## src/c2sb_pkg.sv

```systemverilog
// shared types and constants for the strided 2d convolution block
`timescale 1ns / 1ps

package c2sb_pkg;

    localparam int ACC_W   = 52;
    localparam int CFG_DW  = 7;
    localparam int CFG_IW  = 3;
    localparam int IPTR_W  = 22;
    localparam int WPTR_W  = 24;

    localparam logic [1:0] OP_PIXEL   = 2'd0;
    localparam logic [1:0] OP_WEIGHT  = 2'd1;
    localparam logic [1:0] OP_BIAS    = 2'd2;
    localparam logic [1:0] OP_COMPUTE = 2'd3;

    localparam logic [CFG_IW-1:0] CFG_STRIDE_ROWS   = 3'd0;
    localparam logic [CFG_IW-1:0] CFG_STRIDE_COLS   = 3'd1;
    localparam logic [CFG_IW-1:0] CFG_IN_CHANNELS   = 3'd2;
    localparam logic [CFG_IW-1:0] CFG_OUT_CHANNELS  = 3'd3;
    localparam logic [CFG_IW-1:0] CFG_IN_HEIGHT     = 3'd4;
    localparam logic [CFG_IW-1:0] CFG_IN_WIDTH      = 3'd5;
    localparam logic [CFG_IW-1:0] CFG_KERNEL_HEIGHT = 3'd6;
    localparam logic [CFG_IW-1:0] CFG_KERNEL_WIDTH  = 3'd7;

    typedef enum logic [2:0] {
        S_IDLE,
        S_SETUP1,
        S_SETUP2,
        S_SETUP3,
        S_CHECK,
        S_MAC,
        S_DRAIN,
        S_FINISH
    } state_t;

    typedef struct packed {
        logic clear;
        logic vld;
    } mac_ctl_t;

endpackage

```

## src/c2sb_mac.sv

```systemverilog
// multiply-accumulate pipeline with bias preload and 32-bit saturation
`timescale 1ns / 1ps

module c2sb_mac
    import c2sb_pkg::*;
(
    input  logic               clk,
    input  logic               rst_n,
    input  mac_ctl_t           ctl,
    input  logic signed [31:0] bias,
    input  logic signed [15:0] pix,
    input  logic signed [15:0] wgt,
    output logic signed [31:0] sum_sat
);

    logic signed [31:0]      prod_reg;
    logic                    prod_vld_reg;
    logic signed [ACC_W-1:0] acc_reg;
    logic signed [ACC_W-1:0] acc_next;
    logic                    ovf;

    always_ff @(posedge clk or negedge rst_n)
    begin
        if (!rst_n)
        begin
            prod_vld_reg <= 1'b0;
        end
        else
        begin
            prod_vld_reg <= ctl.vld;
        end
    end

    always_ff @(posedge clk)
    begin
        if (ctl.vld)
        begin
            prod_reg <= pix * wgt;
        end
        acc_reg <= acc_next;
    end

    always_comb
    begin
        acc_next = acc_reg;
        if (ctl.clear)
        begin
            acc_next = ACC_W'(bias);
        end
        else if (prod_vld_reg)
        begin
            acc_next = acc_reg + ACC_W'(prod_reg);
        end
    end

    // overflow when the bits above the 32-bit range are not a sign extension
    assign ovf = !((&acc_reg[ACC_W-1:31]) || !(|acc_reg[ACC_W-1:31]));

    always_comb
    begin
        if (!ovf)
        begin
            sum_sat = acc_reg[31:0];
        end
        else if (acc_reg[ACC_W-1])
        begin
            sum_sat = 32'sh8000_0000;
        end
        else
        begin
            sum_sat = 32'sh7fff_ffff;
        end
    end

endmodule

```

## config.mk

```make
export PLATFORM = sky130hd
export DESIGN_NAME = c2sb_mac
export DESIGN_NICKNAME = d
export VERILOG_FILES = /design/src/c2sb_pkg.sv /design/src/c2sb_mac.sv
export SDC_FILE = /design/constraint.sdc
export NUM_CORES = 1
export LEC_CHECK = 0
export BUFFER_PORTS_ARGS = -buffer_cell sky130_fd_sc_hd__buf_2
export CELL_PAD_IN_SITES_DETAIL_PLACEMENT = 0
export CELL_PAD_IN_SITES_GLOBAL_PLACEMENT = 1
export CORE_MARGIN = 1
export CORE_UTILIZATION = 30
export DETAILED_ROUTE_END_ITERATION = 10
export GPL_ROUTABILITY_DRIVEN = 1
export GPL_TIMING_DRIVEN = 0
export PLACE_DENSITY_LB_ADDON = 0.1
export SLEW_MARGIN = 20
export SYNTH_ARGS = -nofsm -noshare
export SYNTH_HDL_FRONTEND = slang
export SYNTH_SLANG_ARGS = --single-unit
```

## constraint.sdc

```tcl
create_clock -name clk -period 2.7 [get_ports clk]
set_input_delay 0.27 -clock clk [delete_from_list [all_inputs] [get_ports clk]]
set_output_delay 0.27 -clock clk [all_outputs]
set_load 0.1 [all_outputs]
```

# == After elaboration in Yosys (flattened, before gate mapping) ==
# Cells that the tools add are included.
# word_totals
regBits,85
in_bits,68
output_inout_bits,32
# op_classes
addsub,1
mul,1
n_mux,4
n_reduce_logical,5
# op_table
operator,count
2-to-1 mux 52 bit,2
2-to-1 mux 32 bit,2
adder 52 x 32 -> 52 bit,1
multiplier 16 x 16 -> 32 bit,1
AND reduction 21 bit,1
OR reduction 21 bit,1
nonzero test 2 bit,1
zero test 1 bit,1
logical OR 1 bit,1

# == Longest topological paths before layout ==
# depth
word_depth,4
mapped_depth,24
ltp_nobuf,22

# == Least setup slack after synthesis ==
# Ideal clock, no wire load.
# synth_path
path_kind,input to register
startpoint,input port pix[15]
endpoint,register prod_reg[30] (data pin)
arrival_ps,5636
required_ps,2520
setup_slack_ps,-3116
cell_stages,19
path_cell_list,clkbuf_1 > nand2_1 > inv_1 > fa_1 > fa_1 > fa_1 > fa_1 > fa_1 > inv_1 > fa_1 > inv_1 > ha_1 > or3_1 > or3_1 > nor3_1 > nor2_1 > a21oi_1 > a211oi_1 > o311ai_1
# synth_between
elab_chain_cells,1
# synth_rtl
element,line,text
from (decl),c2sb_mac.sv:11,"input logic signed [15:0] pix,"
multiplier 16 x 16 -> 32 bit,c2sb_mac.sv:38,prod_reg <= pix * wgt;
to (signal assigned),c2sb_mac.sv:38,
to (decl),c2sb_mac.sv:16,logic signed [31:0] prod_reg;
# Every way passes these cells.
# A chain may end at the register's enable or synchronous reset.

# == Final worst setup path ==
# layout_path
startpoint,input port pix[6]
endpoint,register prod_reg[31] (data pin)
# The elaborated chain is that of the path after synthesis.

==> impl_results.md <==
- Outcome: finished with violations
- Failing checks: setup timing
- Slew Limit Fails: 0
- Placed insts: between 2000 and 3000
- Post-synth EDFFs: 84
- WS Path Type: primary input to register
- Count leader, synth: inv_1
- Htree depth: 3
- DRT Pass-1 Iters: 5
- Period Utilization, post-route: 2.05
- CP required: 2890 ps
- DRC viols: 0
- Total Routing Usage GR: 0.198
- Fraction of layout cells with a size suffix above 1: 0.304
- Crit path launch type: primary input
- Final WS setup: -2830 ps
- FP Rows: 84
- Starting Density: 0.306
- Nets@finish: between 2000 and 2500
- Pin count of the biggest net entering global routing: 39
- Setup crit end kind: register
- Clk_skew: 16.2 ps
- Clock buffer depth: 2
- Crit path time final: about 5500 ps
- CTS clk-pin slew, worst paths: roughly 60 ps
- Die X: between 200 and 250 um
- Final setup viols: 75
- Final hold vios: 0
- Routed len/inst: approximately 20 um
- Critical Path Most Common Cell: fa_1
- Detail Route Antenna Nets: 0
- Top cells by area, synth: fa_1, edfxtp_1, ha_1, inv_1, and2_1
- Synthesized cell area: between 15000 and 20000 sq um
- Simple-gate share of the synthesized area: 0.150
- Final GP Congestion: approximately 0.84
- Syn avg cell area: just over 9 sq um
- Warnings from Yosys: 0
- FMAX: 181 MHz
- # fillers: ~5200
- Area after DPL: approximately 18000 sq um
- Top-area cell type share of the netlist area: 0.325
- Via density: 4.76
- Via count: between 10000 and 15000
- CTS Buf Count: 9
- Cell count after synthesis: 1752
- Post-place setup slack: -4010 ps
- Hold Crit Class: primary input to register
- Diodes inserted: 0
- Post-Layout Cell Count: between 2000 and 3000
- Final hold slack: between 150 and 200 ps
- Critical path's slowest cell: fa_2
- Mux cell area share after synthesis: 0.00193
- Ports: 100
- Starting DRT DRC Count: between 400 and 500
- Max reg flops: 52
- Post-synth top cells: inv_1, fa_1, nand2_1
- CTS Root Buffer Type: clkbuf_16
- Syn_nets: roughly 2200
- Post-Layout Inst Area: between 20000 and 25000 sq um
- CP arrival: about 5700 ps
- Synth-to-layout area growth: 38.0%
- First-pass GRT wire length: between 80000 and 90000 um
- RSZ-0062 raised after global routing: yes
- Maximum fanout along the worst path: 7
- Cells along the critical path: buf_12 > clkbuf_16 > and2_4 > fa_1 > inv_2 > fa_2 > fa_2 > fa_1 > inv_1 > fa_1 > fa_1 > ha_4 > and3_4 > nand4_1 > a211oi_2 > o211ai_1 > buf_4 > a21oi_4 > o2111ai_2 > and2_4 > o211a_1 > a311oi_2
- Drt total wl: about 53000 um
- Cell taking the most area after synthesis: fa_1
- Number of max-cap violations: 0
- HPWL Detailed: around 42000 um
- Sequential share of the synthesized area: 0.157
- XOR/XNOR Fraction of Synth Area: 0.0346
- Synthesis-stage register bit count: 85
- Clock Latency Late Sink: approximately 370 ps
- Slew HR: 0.476
- CTS sink cnt: 85
- Die Y: around 230 um
- PortBufs: 98
- Post-synth ARST share: 0.0118
- Worst slew pin tran: a little under 800 ps
- Main combinational cell family by area after synthesis: adder cells
- Core area: roughly 53000 sq um
- CTS tree: built
- Antenna violations before repair: 0
- Vias in the first global route: 13995
- Predominant post-synthesis flop cell: edfxtp_1
- Complex-gate fraction of the synthesized area: 0.140
- Yosys cell types: 73
- Adder-Cell Fraction of Synth Area: 0.428
- Total die area: about 55000 sq um
- Total congestion overflow: 0
- CP peak stage delay: about 530 ps
through the flow:
stage	utilization	TNS (ps)
global placement	0.340	-135400
finish	0.422	-60960
floorplan	-	-56800
global route	0.422	-70040
detailed placement	0.341	-114880
CTS	0.398	-60520
cells by family after synthesis:
| family | count (synthesis) |
|---|---|
| adders and majority gates | 396 |
| DFF | 85 |
| AOI/OAI and AO/OA | 337 |
| and+or+nand+nor | 491 |
| buffers and inverters | 376 |
| xor gates and xnor gates | 64 |
| muxes | 3 |
cells in the final DEF (no fill, tap or decap), types with 24 or more instances in the layout:
master and n:
ha_4 43, a21oi_1 37, inv_2 24, buf_4 127, ha_1 80, nor2_1 44
a21oi_2 27, buf_12 24, a21o_1 69, nand2_1 176, o21ai_1 25, inv_1 285
buf_2 37, clkbuf_16 37, xnor2_1 31, buf_6 57, o21ai_0 35, and2_1 108
xor2_1 25, fa_1 243, edfxtp_1 84, buf_8 29
critical path: cells and delay by family:
family	cells	cell delay (ps)
compound gates	6	1040
simple gates	4	610
fa+ha+maj	7	3270
buf+inv	5	520
layout make-up:
class	count	area, sq um	share of cell area
clock buffers	14	244	0.0109
repair buffers	265	2630	0.117
plain buffers	57	921	0.0412
clock inverters	2	10.0	0.000448
inverters	311	1170	0.0524
flip-flops and latches	85	2550	0.114
well taps	688	861	0.0385
multi-input cells	1291	14000	0.625
what timing repair did:
item,4_1_cts,5_1_grt
gates resized for setup,444,199
buffers inserted,94,63
hold buffers,1,0
endpoints found under the setup margin,95,92
cloned,7,5
hold endpoints to repair,1,0
pin swaps,105,107
final timing paths:
kind / from / endpoint / slack, ps / depth (start not counted)
worst min-delay path: bias[2] / acc_reg[2] / 190 / 3
max in group asynchronous: rst_n / prod_vld_reg / 2370 / 2
min in group asynchronous: rst_n / prod_vld_reg / 230 / 2
worst max-delay path: pix[6] / prod_reg[31] / -2830 / 22
worst min register to register: acc_reg[0] / acc_reg[0] / 750 / 2
worst max register to register: acc_reg[8] / acc_reg[47] / -180 / 11
routing by layer:
layer	track usage	up-vias	part of all wire
met5	0	-	0
met4	0.0538	0	0.025
met3	0.0173	52	0.023
met2	0.340	195	0.48
met1	0.264	6433	0.47
li1	-	6245	-
Power is not shown: default switching activity piles up to over one toggle a cycle in this logic, so the estimate is an artifact.
